## src/hdl/pcrc16_pkg.sv

```systemverilog
// Package for the CRC-16 check/append block: transaction types, command codes, CRC tables.
`default_nettype none

package pcrc16_pkg;

   localparam int unsigned CrcWidth   = 16;
   localparam int unsigned ByteWidth  = 8;
   localparam int unsigned CountWidth = 2;
   localparam int unsigned AddrWidth  = 3;
   localparam int unsigned DataWidth  = 32;

   localparam logic [CountWidth-1:0] MismatchMax = 2'd2;

   // Register index, taken from paddr[2]
   localparam logic RegAppendMode = 1'b0;

   typedef enum logic [1:0] {
      CMD_PAYLOAD  = 2'd0,
      CMD_CHECK_LO = 2'd1,
      CMD_CHECK_HI = 2'd2,
      CMD_NONE     = 2'd3
   } cmd_type;

   typedef struct packed {
      logic [1:0]           command;
      logic [ByteWidth-1:0] data_byte;
   } req_type;

   typedef struct packed {
      logic [ByteWidth-1:0]  out_byte;
      logic [CrcWidth-1:0]   crc_value;
      logic [CountWidth-1:0] mismatch_count;
      logic                  packet_done;
   } rsp_type;

   typedef logic [CrcWidth-1:0] nib_tab_type [16];

   localparam nib_tab_type LoNibTab = '{
      16'o0,      16'o140301, 16'o140601, 16'o500,
      16'o141401, 16'o1700,   16'o1200,   16'o141101,
      16'o143001, 16'o3300,   16'o3600,   16'o143501,
      16'o2400,   16'o142701, 16'o142201, 16'o2100
   };

   localparam nib_tab_type HiNibTab = '{
      16'o0,      16'o146001, 16'o154001, 16'o12000,
      16'o170001, 16'o36000,  16'o24000,  16'o162001,
      16'o120001, 16'o66000,  16'o74000,  16'o132001,
      16'o50000,  16'o116001, 16'o104001, 16'o42000
   };

   // Reflected CRC-16 (0xA001) byte update, two nibble lookups
   function automatic logic [CrcWidth-1:0] crc_update(input logic [CrcWidth-1:0] crc,
                                                      input logic [ByteWidth-1:0] byte_in);
      logic [ByteWidth-1:0] t;
      begin
         t = crc[ByteWidth-1:0] ^ byte_in;
         crc_update = LoNibTab[t[3:0]] ^ HiNibTab[t[7:4]]
                      ^ {{ByteWidth{1'b0}}, crc[CrcWidth-1:ByteWidth]};
      end
   endfunction

endpackage

`default_nettype wire

```

## src/hdl/packet_crc16_check_append_top.sv

```systemverilog
// Top level: CRC-16 packet checker/appender with valid/ready channels and APB-style CSR.
//
// Usage:
//  - req channel: one transaction per byte; command selects payload byte,
//    low check byte, high check byte or none. Accepted when req_valid && req_ready.
//  - rsp channel: one result per request, in order: the byte passed on (or the
//    computed CRC byte for check bytes when append_mode is set), the running
//    CRC, the mismatch count and packet_done on the high check byte.
//  - CSR: register 0 (byte address 0), bit 0 = append_mode. Write only while idle.
//  - Path: an accepted request sits in the input register, then moves to the
//    result register and is on rsp from then on, until the rsp handshake.
//    Throughput is one byte per cycle while rsp_ready is high;
//    the limit is the CRC byte update in the state loop.
//  - Stall: when rsp_ready is low the result register holds; the input register
//    still takes one more transaction, then req_ready drops until rsp moves.
//  - Reset: synchronous, active high; clears CRC, mismatch count, append_mode
//    and both valid flags. After the high check byte CRC and count clear.
`default_nettype none

module packet_crc16_check_append_top
   import pcrc16_pkg::*;
(
   input  wire logic                 clock,
   input  wire logic                 reset,
   input  wire logic                 req_valid,
   output logic                      req_ready,
   input  wire req_type              req_data,
   output logic                      rsp_valid,
   input  wire logic                 rsp_ready,
   output rsp_type                   rsp_data,
   input  wire logic                 psel,
   input  wire logic                 penable,
   input  wire logic                 pwrite,
   input  wire logic [AddrWidth-1:0] paddr,
   input  wire logic [DataWidth-1:0] pwdata,
   output logic [DataWidth-1:0]      prdata,
   output logic                      pready
);

   logic                  in_valid_ff, in_valid_in;
   req_type               in_ff, in_in;
   logic                  out_valid_ff, out_valid_in;
   rsp_type               out_ff, out_in;
   logic [CrcWidth-1:0]   crc_ff, crc_in;
   logic [CountWidth-1:0] mism_ff, mism_in;
   logic                  append_ff, append_in;

   logic                  adv_out;
   logic                  csr_wr;
   logic                  byte_miss;
   logic [ByteWidth-1:0]  chk_byte;
   logic [CountWidth-1:0] cnt_next;
   cmd_type               cmd;

   assign pready  = 1'b1;
   assign csr_wr  = psel && penable && pwrite;
   assign prdata  = (paddr[2] == RegAppendMode) ? {{(DataWidth-1){1'b0}}, append_ff}
                                                 : '0;

   assign adv_out   = in_valid_ff && (!out_valid_ff || rsp_ready);
   assign req_ready = !in_valid_ff || adv_out;

   assign rsp_valid = out_valid_ff;
   assign rsp_data  = out_ff;

   assign cmd       = cmd_type'(in_ff.command);
   assign chk_byte  = (cmd == CMD_CHECK_HI) ? crc_ff[CrcWidth-1:ByteWidth]
                                            : crc_ff[ByteWidth-1:0];
   assign byte_miss = chk_byte != in_ff.data_byte;
   assign cnt_next  = (byte_miss && mism_ff < MismatchMax) ? mism_ff + 2'd1 : mism_ff;

   always_comb begin
      in_valid_in  = in_valid_ff;
      in_in        = in_ff;
      out_valid_in = out_valid_ff;
      out_in       = out_ff;
      crc_in       = crc_ff;
      mism_in      = mism_ff;
      append_in    = append_ff;

      if (csr_wr && paddr[2] == RegAppendMode) begin
         append_in = pwdata[0];
      end

      if (req_ready) begin
         in_valid_in = req_valid;
         in_in       = req_data;
      end

      if (out_valid_ff && rsp_ready) begin
         out_valid_in = 1'b0;
      end

      if (adv_out) begin
         out_valid_in          = 1'b1;
         out_in.out_byte       = in_ff.data_byte;
         out_in.crc_value      = crc_ff;
         out_in.mismatch_count = mism_ff;
         out_in.packet_done    = 1'b0;
         unique case (cmd)
            CMD_PAYLOAD: begin
               crc_in           = crc_update(crc_ff, in_ff.data_byte);
               out_in.crc_value = crc_in;
            end
            CMD_CHECK_LO: begin
               mism_in               = cnt_next;
               out_in.mismatch_count = cnt_next;
               if (append_ff) out_in.out_byte = chk_byte;
            end
            CMD_CHECK_HI: begin
               out_in.mismatch_count = cnt_next;
               out_in.packet_done    = 1'b1;
               if (append_ff) out_in.out_byte = chk_byte;
               crc_in  = '0;
               mism_in = '0;
            end
            default: begin
            end
         endcase
      end
   end

   always_ff @(posedge clock) begin
      in_ff  <= in_in;
      out_ff <= out_in;
      if (reset) begin
         in_valid_ff  <= 1'b0;
         out_valid_ff <= 1'b0;
         crc_ff       <= '0;
         mism_ff      <= '0;
         append_ff    <= 1'b0;
      end else begin
         in_valid_ff  <= in_valid_in;
         out_valid_ff <= out_valid_in;
         crc_ff       <= crc_in;
         mism_ff      <= mism_in;
         append_ff    <= append_in;
      end
   end

   // mismatch count saturates at two
   a_count_sat: assert property (@(posedge clock) disable iff (reset)
      out_valid_ff |-> out_ff.mismatch_count != 2'd3)
      else $error("mismatch count out of range");

   // high check byte leaves a clean state for the next packet
   a_done_clears: assert property (@(posedge clock) disable iff (reset)
      (adv_out && cmd == CMD_CHECK_HI) |=> (crc_ff == '0 && mism_ff == '0))
      else $error("state not cleared after packet end");

   // an empty result register never blocks the input side
   a_no_stall: assert property (@(posedge clock) disable iff (reset)
      !out_valid_ff |-> req_ready)
      else $error("input stalled with empty result register");

   // a result held under stall does not change
   a_hold: assert property (@(posedge clock) disable iff (reset)
      (out_valid_ff && !rsp_ready) |=> (out_valid_ff && out_ff == $past(out_ff)))
      else $error("result changed while stalled");

endmodule

`default_nettype wire
```

## config.mk

```make
export PLATFORM = sky130hd
export DESIGN_NAME = packet_crc16_check_append_top
export DESIGN_NICKNAME = d
export VERILOG_FILES = /design/src/hdl/pcrc16_pkg.sv /design/src/hdl/packet_crc16_check_append_top.sv
export SDC_FILE = /design/constraint.sdc
export NUM_CORES = 1
export LEC_CHECK = 0
export CORE_MARGIN = 1.5
export CORE_UTILIZATION = 55
export CTS_CLUSTER_SIZE = 12
export DETAILED_ROUTE_END_ITERATION = 7
export DONT_BUFFER_PORTS = 1
export PLACE_DENSITY = 0.7
export SYNTH_ARGS = -nofsm -noshare
export SYNTH_HDL_FRONTEND = slang
export SYNTH_SLANG_ARGS = --single-unit
```

## constraint.sdc

```tcl
create_clock -name clock -period 5.1 [get_ports clock]
set_clock_uncertainty 0.15 [all_clocks]
set_input_delay 0.255 -clock clock [delete_from_list [all_inputs] [get_ports clock]]
set_output_delay 0.255 -clock clock [all_outputs]
set_load 0.05 [all_outputs]
```

==> results of run 1 <==
## power by group
group	leakage, nW	switching [W]	internal, W
combinational	0.589	0.000121	0.0000684
clock	0.128	0.000180	0.000372
sequential	0.534	0.0000571	0.000527
## logic make-up (layout without fill, tap and decap cells)
family / after synthesis / in the layout / synth area share
flip-flops: 58 / 58 / 0.5162
buffers and inverters: 46 / 34 / 0.1004
multiplexers: 18 / 18 / 0.06579
AND/OR/NAND/NOR: 68 / 68 / 0.1113
adder cells (fa/ha/maj): 3 / 3 / 0.01265
other: 2 / 32 / 0.002532
AO/OA/AOI/OAI: 38 / 38 / 0.07001
XOR/XNOR: 30 / 30 / 0.1210
## cell usage in the layout, fill, tap and decap left out, types with 2 or more instances in the layout
cell / netlist / routed
dfxtp_1: 21 / 21
nor3b_1: 5 / 5
mux2_2: 5 / 5
edfxtp_1: 37 / 37
nand2_1: 6 / 6
xnor2_4: 2 / 2
and2_1: 3 / 3
a22oi_1: 3 / 3
a31oi_1: 2 / 2
clkbuf_8: 0 / 9
conb_1: 2 / 32
xnor2_1: 19 / 19
nor2b_1: 2 / 2
dlygate4sd3_1: 0 / 14
xor2_2: 2 / 2
a21oi_1: 29 / 29
nor4_1: 2 / 2
inv_1: 2 / 2
xnor2_2: 2 / 2
nor3_1: 7 / 7
nor2_1: 35 / 35
nand2b_1: 2 / 2
buf_4: 33 / 2
mux2_1: 3 / 3
bufinv_16: 0 / 4
ha_1: 3 / 3
xor2_1: 3 / 3
mux2i_1: 9 / 9
## cell usage after synthesis
library cell   n  share of area
a211oi_1       1         0.0025
a21o_1         1         0.0025
a21oi_1       29          0.049
a22oi_1        3         0.0076
a31oi_1        2         0.0042
and2_1         3         0.0063
and3_1         1         0.0021
buf_2          1         0.0017
buf_4         33          0.084
clkbuf_1      10          0.013
conb_1         2         0.0025
dfxtp_1       21           0.14
edfxtp_1      37           0.37
ha_1           3          0.013
inv_1          2         0.0025
mux2_1         3          0.011
mux2_2         5          0.019
mux2_4         1         0.0051
mux2i_1        9          0.030
nand2_1        6         0.0076
nand2b_1       2         0.0042
nand3b_1       1         0.0025
nand4b_1       1         0.0030
nor2_1        35          0.044
nor2b_1        2         0.0042
nor3_1         7          0.012
nor3b_1        5          0.013
nor4_1         2         0.0042
nor4b_1        1         0.0030
o211ai_1       1         0.0025
o21ai_1        1         0.0017
or3b_1         1         0.0030
or4_1          1         0.0025
xnor2_1       19          0.056
xnor2_2        2          0.011
xnor2_4        2          0.019
xnor3_1        1         0.0076
xnor3_2        1         0.0080
xor2_1         3         0.0089
xor2_2         2          0.011
## layout make-up
class                      instances  area (um^2)  area share
clock buffer                      10        127.6     0.03881
clock inverter                     6        128.9     0.03919
inverter                           2        7.507    0.002283
multi-input combinational        189         1250      0.3801
sequential                        58         1531      0.4658
tap                               70        87.58     0.02664
timing repair buffer              16        155.1     0.04718
## what timing repair did
| action | 4_1_cts | 5_1_grt |
|---|---|---|
| endpoints found under the hold margin | 31 | 0 |
| buffers inserted | 0 | 0 |
| hold buffers | 14 | 0 |
## worst reg2reg max path, cell delays in order (launching register included)
cell and delay [ps]:
edfxtp_1 360, inv_1 110, ha_1 610, mux2i_1 350
xnor2_1 110, nor4_1 400, a21oi_1 190, and2_1 230
a21o_1 180
## how the worst max path moves through the flow
stage	startpoint	end	slack [ps]
floorplan	rsp_valid	crc_ff[2]	2600
global placement	cmd[0]	rsp_data[2]	2230
detailed placement	cmd[0]	rsp_data[2]	2190
CTS	cmd[0]	rsp_data[2]	2170
global route	cmd[0]	rsp_data[2]	1920
finish	cmd[0]	rsp_data[2]	2180
## layer usage
layer / track usage / share of wire / vias to the layer above
li1: - / - / 874
met1: 0.2469 / 0.44 / 833
met2: 0.2920 / 0.48 / 68
met3: 0.07545 / 0.067 / 7
met4: 0.07778 / 0.014 / 0
met5: 0 / 0 / -
## through the flow
step / cells / hold WS, ps / setup WS [ps] / cell area (um^2)
2_1_floorplan: 293 / 203.9 / 2601 / 3079
3_3_place_gp: 321 / 178.4 / 2230 / 2892
3_5_place_dp: 321 / 183.6 / 2186 / 2892
4_1_cts: 351 / 24.08 / 2171 / 3288
5_1_grt: 351 / 74.80 / 1922 / 3288
6_report: 351 / 43.11 / 2177 / 3288
## state kept, by name, summed over array words and instances (netlist names)
register	count
append_ff	1
cmd	2
crc_ff	16
in_ff	8
in_valid_ff	1
mism_ff	2
rsp_data	27
rsp_valid	1
==> reports/summary.txt, run 1 <==
run status = completed
DR iter-0 viols = 106
WHS Endpoint = append_ff
#FFs+latches synth = 58
Max IR drop VDD = 0.2172 mV
hold_sp = penable
fin crit period = 2923 ps
post-DP HPWL = 3.361 mm
CP required = 5040 ps
post-synthesis cell area = 0.002967 mm^2
Final ANT Viol Nets = 0
RSZ-0062 raised after global routing = no
Syn Area/Cell = 11.28 um^2
number of buffers created by CTS = 9
antenna diode count = 0
crit-path leading delay family = simple AND/OR/NAND/NOR gates
initial antenna violation count = 0
sequential share of the synthesized area = 0.5162
Final Util = 0.6397
FMAX = 342.1 MHz
drt pass-1 iters = 4
total number of vias = 1782
Vias/cell = 5.077
critical path's slowest cell = ha_1
I/O Pins = 114
FF-to-FF setup slack = 2180 ps
Leak = 1.250 nW
clk buf depth = 2
height of the chip = 76.44 um
period utilization = 0.5732
Slew headroom = 0.3600
die width = 76.44 um
vias in the first global route = 1685
Worst Tran Pin Value = 960.0 ps
Area Overhead vs Synth = 10.84%
number of fill cells in the layout = 435
Fin Setup TNS = 0 ps
first-pass GRT wire length = 8.418 mm
Tot Pwr = 0.001324 W
clock sink count = 58
Worst-path clk slew = 60 ps
worst skew pair latency = 340 ps
Hold Crit Depth = 3
Fin. Hold Viols = 0
Total GRT Usage = 0.1925
core area = 0.005140 mm^2
crit start category = register
Worst path max stage delay = 610 ps
Buffers on Ports = 0
Buf/Inv on CP = 1
largest net degree at the start of global routing = 32
Max Cap Viol = 0
Clk Tree Root Cell = clkbuf_8
worst reg2reg path depth = 8
DRT Wirelength = 5.187 mm
critical path endpoint category = register
Crit Path Max Fanout = 13
CTS tree = yes
Post-CTS Resized = 0
worst path arrival time = 2870 ps
routability cong. = 0.7863
worst reg2reg endpoint = rsp_data[2]
Routed WL per cell = 14.78 um
Die Area = 0.005843 mm^2
Cell variety after synth = 40
Final setup viols = 0
fin nets = 331
pwr dens = 402.7 mW/mm^2
Remaining Overflow, GRT = 0
CP Depth = 8
fraction of layout cells with a size suffix above 1 = 0.1032
crit path kind = reg -> reg
starting density of the core = 0.5772
H-tree levels = 3
Pins Over Slew Limit = 0
# DRC = 0
hold crit path type = in -> reg
Syn Inst Count = 263
# rows = 26
Warnings, synthesis = 0
cells along the critical path = inv_1, ha_1, mux2i_1, xnor2_1, nor4_1, a21oi_1, and2_1, a21o_1
RR Startpoint = cmd[0]
Note: power is estimated with default switching activity, not from simulation.
==> run 2, diff against run 1 <==
==> constraint.sdc (replaced) <==
create_clock -name clock -period 3 [get_ports clock]
set_clock_uncertainty 0.15 [all_clocks]
set_input_delay 0.15 -clock clock [delete_from_list [all_inputs] [get_ports clock]]
set_output_delay 0.15 -clock clock [all_outputs]
set_load 0.05 [all_outputs]
==> reports/summary.txt, run 2 (synthesis results as in run 1) <==
run status = completed (unchanged)
CP required = 2950 ps (was 5040 ps)
clk buf depth = 2 (unchanged)
Crit Path Max Fanout = 7 (was 13)
# DRC = 0 (unchanged)
routability cong. = 0.8038 (was 0.7863)
Fin. Hold Viols = 0 (unchanged)
Pins Over Slew Limit = 0 (unchanged)
fin crit period = 2685 ps (was 2923 ps)
clock sink count = 58 (unchanged)
crit start category = register (unchanged)
most frequent cells in the layout = edfxtp_1, nor2_1, conb_1, a21oi_1, dfxtp_1 (unchanged)
RSZ-0062 raised after global routing = no (unchanged)
vias in the first global route = 1690 (was 1685)
antenna diode count = 0 (unchanged)
Slew headroom = 0.3733 (was 0.3600)
I/O Pins = 114 (unchanged)
number of buffers created by CTS = 9 (unchanged)
Post CTS Setup Buffer Count = 0 (unchanged)
max reg flops = 27 (unchanged)
commonest non-fill, non-tap cell in the layout = edfxtp_1 (unchanged)
Vias/cell = 5.064 (was 5.077)
period utilization = 0.8949 (was 0.5732)
Die Area = 0.005843 mm^2 (unchanged)
H-tree levels = 3 (unchanged)
core area = 0.005140 mm^2 (unchanged)
Final setup viols = 0 (unchanged)
first-pass GRT wire length = 8.507 mm (was 8.418 mm)
DR iter-0 viols = 96 (was 106)
hold crit path type = in -> reg (unchanged)
Final ANT Viol Nets = 0 (unchanged)
# rows = 26 (unchanged)
die width = 76.44 um (unchanged)
total number of vias = 1808 (was 1782)
height of the chip = 76.44 um (unchanged)
DRT Wirelength = 5.326 mm (was 5.187 mm)
Fin Setup TNS = 0 ps (unchanged)
pwr dens = 619.8 mW/mm^2 (was 402.7 mW/mm^2)
CTS tree = yes (unchanged)
Leak = 1.248 nW (was 1.250 nW)
initial antenna violation count = 0 (unchanged)
drt pass-1 iters = 4 (unchanged)
Remaining Overflow, GRT = 0 (unchanged)
Worst Tran Pin Value = 938.1 ps (was 960.0 ps)
Area Overhead vs Synth = 10.54% (was 10.84%)
worst path arrival time = 2630 ps (was 2870 ps)
critical path's slowest cell = edfxtp_1 (was ha_1)
Max Cap Viol = 0 (unchanged)
Max IR drop VDD = 0.3705 mV (was 0.2172 mV)
starting density of the core = 0.5772 (unchanged)
Buffers on Ports = 0 (unchanged)
Clk Tree Root Cell = clkbuf_8 (unchanged)
placed cells = 326 (was 321)
post-DP HPWL = 3.445 mm (was 3.361 mm)
Total GRT Usage = 0.1983 (was 0.1925)
worst skew pair latency = 340 ps (about the same)
Worst-path clk slew = 60 ps (about the same)
fin nets = 337 (was 331)
fraction of layout cells with a size suffix above 1 = 0.1185 (was 0.1032)
largest net degree at the start of global routing = 29 (was 32)
cells along the critical path = inv_1, ha_2, buf_4, mux2i_1, xnor2_1, nor4_1, a21oi_1, and2_1, a21o_1 (was inv_1, ha_1, mux2i_1, xnor2_1, nor4_1, a21oi_1, and2_1, a21o_1)
Routed WL per cell = 14.92 um (was 14.78 um)
Worst path max stage delay = 380 ps (was 610 ps)
non-filler cells, final = 357 (was 351)
critical path endpoint category = register (unchanged)
FMAX = 372.5 MHz (was 342.1 MHz)
crit path kind = reg -> reg (unchanged)
-- run 2: changes by cell type in the layout (fill, tap and decap cells not counted) --
cell,change
buf_4,+5
bufinv_16,-3
clkbuf_8,+2
clkbuf_1,+1
dlygate4sd3_1,+1
ha_1,-1
ha_2,+1
-- run 2: final timing paths --
check                                 start           to  slack, ps  cells past startpoint
worst min register to register  in_valid_ff    rsp_valid        370                      2
worst min-delay path              rsp_ready   mism_ff[1]         40                      3
worst max register to register       cmd[0]  rsp_data[2]        320                      9
worst max-delay path                 cmd[0]  rsp_data[2]        320                      9
-- run 2: area by class of cell --
type	instances	area [um^2]
Tap cell	70	87.58
Timing Repair Buffer	22	202.7
Sequential cell	58	1531
Clock buffer	13	158.9
Multi-Input combinational cell	189	1252
Inverter	2	7.507
Fill cell	456	1861
Clock inverter	3	38.79
-- run 2: power by group --
part	total (W)	leakage (nW)	switching, W	internal (W)
registers	0.000993	0.534	0.0000972	0.000896
clock network	0.000712	0.101	0.000287	0.000425
logic	0.000328	0.613	0.000207	0.000121
total	0.00203	1.25	0.000591	0.00144
-- run 2: worst max-delay path: cells and delay by family, from the launching register on --
kind,cells,cell delay (ps)
flip-flops,1,380
AND/OR/NAND/NOR,2,480
multiplexers,1,340
XOR/XNOR,1,110
adder cells (fa/ha/maj),1,320
AO/OA/AOI/OAI,2,320
buffers and inverters,2,330
-- run 2: layer usage --
| layer | vias to the layer above | share of wire | track usage |
|---|---|---|---|
| met3 | 14 | 0.051 | 0.05030 |
| met1 | 843 | 0.43 | 0.2430 |
| met4 | 0 | 0.029 | 0.1204 |
| li1 | 885 | - | - |
| met2 | 66 | 0.49 | 0.3143 |
| met5 | - | 0 | 0 |
-- run 2: what timing repair did --
| action | CTS | global route |
|---|---|---|
| gates resized for setup | 0 | 1 |
| setup endpoints to repair | 0 | 2 |
| hold buffers | 15 | 0 |
| endpoints found under the hold margin | 31 | 0 |
-- run 2: metrics by stage --
stage	util	instance area [um^2]	setup slack (ps)	hold WS, ps	total power [W]
2_1_floorplan	-	3079	501.5	98.87	0.001310
3_3_place_gp	0.5699	2929	224.0	73.30	0.001312
3_5_place_dp	0.5699	2929	225.3	78.38	0.001316
4_1_cts	0.6375	3277	215.3	34.73	0.002045
5_1_grt	0.6380	3279	80.94	84.06	0.002116
6_report	0.6380	3279	315.2	44.45	0.002033
==> run 3, diff against run 2 <==
--- a/config.mk
+++ b/config.mk
@@ -5,6 +5,7 @@
 export SDC_FILE = /design/constraint.sdc
 export NUM_CORES = 1
 export LEC_CHECK = 0
+export ABC_AREA = 1
 export CORE_MARGIN = 1.5
 export CORE_UTILIZATION = 55
 export CTS_CLUSTER_SIZE = 12
==> reports/summary.txt, run 3 <==
vias in the first global route = 2140 (was 1690)
worst skew pair latency = 340 ps (about the same)
pwr dens = 567.9 mW/mm^2 (was 619.8 mW/mm^2)
max reg flops = 27 (unchanged)
commonest non-fill, non-tap cell in the layout = nand2_1 (was edfxtp_1)
I/O Pins = 114 (unchanged)
Pins Over Slew Limit = 0 (unchanged)
final instance area = 0.003420 mm^2 (was 0.003279 mm^2)
most frequent cells in the layout = nand2_1, edfxtp_1, inv_1, conb_1 (was edfxtp_1, nor2_1, conb_1, a21oi_1, dfxtp_1)
Warnings, synthesis = 0 (unchanged)
starting density of the core = 0.5663 (was 0.5772)
fraction of layout cells with a size suffix above 1 = 0.09572 (was 0.1185)
DR iter-0 viols = 118 (was 96)
# rows = 27 (was 26)
number of synthesized flops with an enable pin = 37 (unchanged)
crit start category = register (unchanged)
antenna diode count = 0 (unchanged)
CP required = 2940 ps (was 2950 ps)
Comb pwr share = 0.146 (was 0.161)
Routed WL per cell = 12.94 um (was 14.92 um)
RR Startpoint = cmd[0] (unchanged)
#FFs+latches synth = 58 (unchanged)
critical path endpoint category = register (unchanged)
H-tree levels = 3 (unchanged)
hold crit path type = in -> reg (unchanged)
Worst-path clk slew = 70 ps (was 60 ps)
CTS tree = yes (unchanged)
FFs w/ async S/R, synth = 0 (unchanged)
largest net degree at the start of global routing = 22 (was 29)
Worst Tran Pin Value = 895.1 ps (was 938.1 ps)
Vias/cell = 4.947 (was 5.064)
Leak = 1.446 nW (was 1.248 nW)
Die Area = 0.006094 mm^2 (was 0.005843 mm^2)
clk buf depth = 2 (unchanged)
FF-to-FF setup slack = 640 ps (was 320 ps)
run status = completed (unchanged)
Cell variety after synth = 29 (was 40)
first-pass GRT wire length = 9.749 mm (was 8.507 mm)
Max IR drop VDD = 0.3259 mV (was 0.3705 mV)
Fin Setup TNS = 0 ps (unchanged)
crit path kind = reg -> reg (unchanged)
Fin. Hold Viols = 0 (unchanged)
Sw Pwr = 0.0006057 W (was 0.0005913 W)
fin crit period = 2361 ps (was 2685 ps)
initial antenna violation count = 0 (unchanged)
Slew headroom = 0.4011 (was 0.3733)
RSZ-0062 raised after global routing = no (unchanged)
Clk Tree Root Cell = clkbuf_8 (unchanged)
top cell type's share of synthesized area = 0.3585 (was 0.3745)
Primary FF master, synth = edfxtp_1 (unchanged)
top post-synthesis cells by count = nand2_1, edfxtp_1, inv_1 (was edfxtp_1, nor2_1, buf_4)
routability cong. = 0.8264 (was 0.8038)
post-synthesis cell area = 0.003099 mm^2 (was 0.002967 mm^2)
Area Overhead vs Synth = 10.34% (was 10.54%)
largest cells by area after synthesis = edfxtp_1, nand2_1, dfxtp_1 (was edfxtp_1, dfxtp_1, buf_4)
Total GRT Usage = 0.2139 (was 0.1983)
Final setup viols = 0 (unchanged)
count leader, synth = nand2_1 (was edfxtp_1)
clock sink count = 58 (unchanged)
drt pass-1 iters = 5 (was 4)
Max Cap Viol = 0 (unchanged)
Crit Path Max Fanout = 8 (was 7)
worst path arrival time = 2300 ps (was 2630 ps)
Syn Inst Count = 368 (was 263)
area leader, netlist = edfxtp_1 (unchanged)
Remaining Overflow, GRT = 0 (unchanged)
Sequential Power Share = 0.503 (was 0.488)
crit path from = cmd[0] (unchanged)
Post CTS Setup Buffer Count = 0 (unchanged)
Final ANT Viol Nets = 0 (unchanged)
# DRC = 0 (unchanged)
DRT Wirelength = 6.069 mm (was 5.326 mm)
Tot Pwr = 0.001942 W (was 0.002033 W)
Post-DP Area = 0.003075 mm^2 (was 0.002929 mm^2)
number of buffers created by CTS = 9 (unchanged)
FMAX = 423.5 MHz (was 372.5 MHz)
clock share of power = 0.350 (about the same)
Syn Area/Cell = 8.422 um^2 (was 11.28 um^2)
die width = 78.07 um (was 76.44 um)
sequential share of the synthesized area = 0.4941 (was 0.5162)
period utilization = 0.7871 (was 0.8949)
height of the chip = 78.07 um (was 76.44 um)
fin nets = 447 (was 337)
hold_sp = req_data[7] (was rsp_ready)
Pint = 0.001336 W (was 0.001441 W)
Buffers on Ports = 0 (unchanged)
Switching Share = 0.3119 (was 0.2909)
total number of vias = 2320 (was 1808)
post-DP HPWL = 4.158 mm (was 3.445 mm)
core area = 0.005473 mm^2 (was 0.005140 mm^2)
## run 3: kinds of logic (layout without fill, tap and decap cells)
kind of cell	count (synthesis)	count (layout)	synth area share
flops	58	58	0.4941
buf+inv	75	74	0.1324
xor+xnor	19	19	0.05612
fa+ha+maj	3	3	0.01211
compound gates	51	51	0.09043
other cells	2	32	0.002423
simple gates	160	160	0.2124
## run 3: area by class of cell
class                   count  area (um^2)
multi-input cells         265         1270
clock inverters             7        60.06
clock buffers               9        123.9
flip-flops and latches     58         1531
fillers                   489         2053
repair buffers             23        212.7
inverters                  35        131.4
well taps                  72        90.09
## run 3: repair_timing
| item | CTS | global route |
|---|---|---|
| hold buffers | 16 | 0 |
| hold endpoints to repair | 31 | 0 |
| gates resized for setup | 0 | 0 |
## run 3: critical path: stages (launching register included)
cell and delay, ps:
edfxtp_1 360, inv_1 110, ha_1 260, buf_4 220, nand2_1 90, o21ai_2 80, xor2_1 180, nand2_1 90
nor2_1 160, nand2_1 120, nand2_1 80, nand2_1 60, nand3_1 60, o21ai_0 90
## run 3: stage by stage
stage                 util  worst slack, ps  instances  hold slack (ps)
floorplan                -            942.6        398            79.31
global placement    0.5620            686.1        437            67.59
detailed placement  0.5620            655.9        437            67.49
CTS                 0.6248            629.7        469            262.9
global route        0.6248            382.8        469            259.6
finish              0.6248            638.7        469            276.2
## run 3: power groups by stage
stage	sequential [W]	combinational, W	clock, W
after floorplan	0.000990	0.000261	0
after global placement	0.000994	0.000258	0
after detailed placement	0.000995	0.000263	0
after CTS	0.000978	0.000284	0.000696
after global routing	0.000981	0.000310	0.000735
final	0.000977	0.000285	0.000680
## run 3: layer usage
| metal | vias to the layer above | part of all wire | track usage |
|---|---|---|---|
| li1 | 1161 | - | - |
| met1 | 1063 | 0.41 | 0.2526 |
| met2 | 87 | 0.50 | 0.3565 |
| met3 | 9 | 0.080 | 0.07674 |
| met4 | 0 | 0.017 | 0.08214 |
| met5 | - | 0 | 0 |
## run 3: path summary, 6_finish.rpt
path                                     to  cells after the start
worst max-delay path            rsp_data[1]                     13
worst min-delay path               in_ff[7]                      1
worst max register to register  rsp_data[1]                     13
worst min register to register    crc_ff[1]                      2
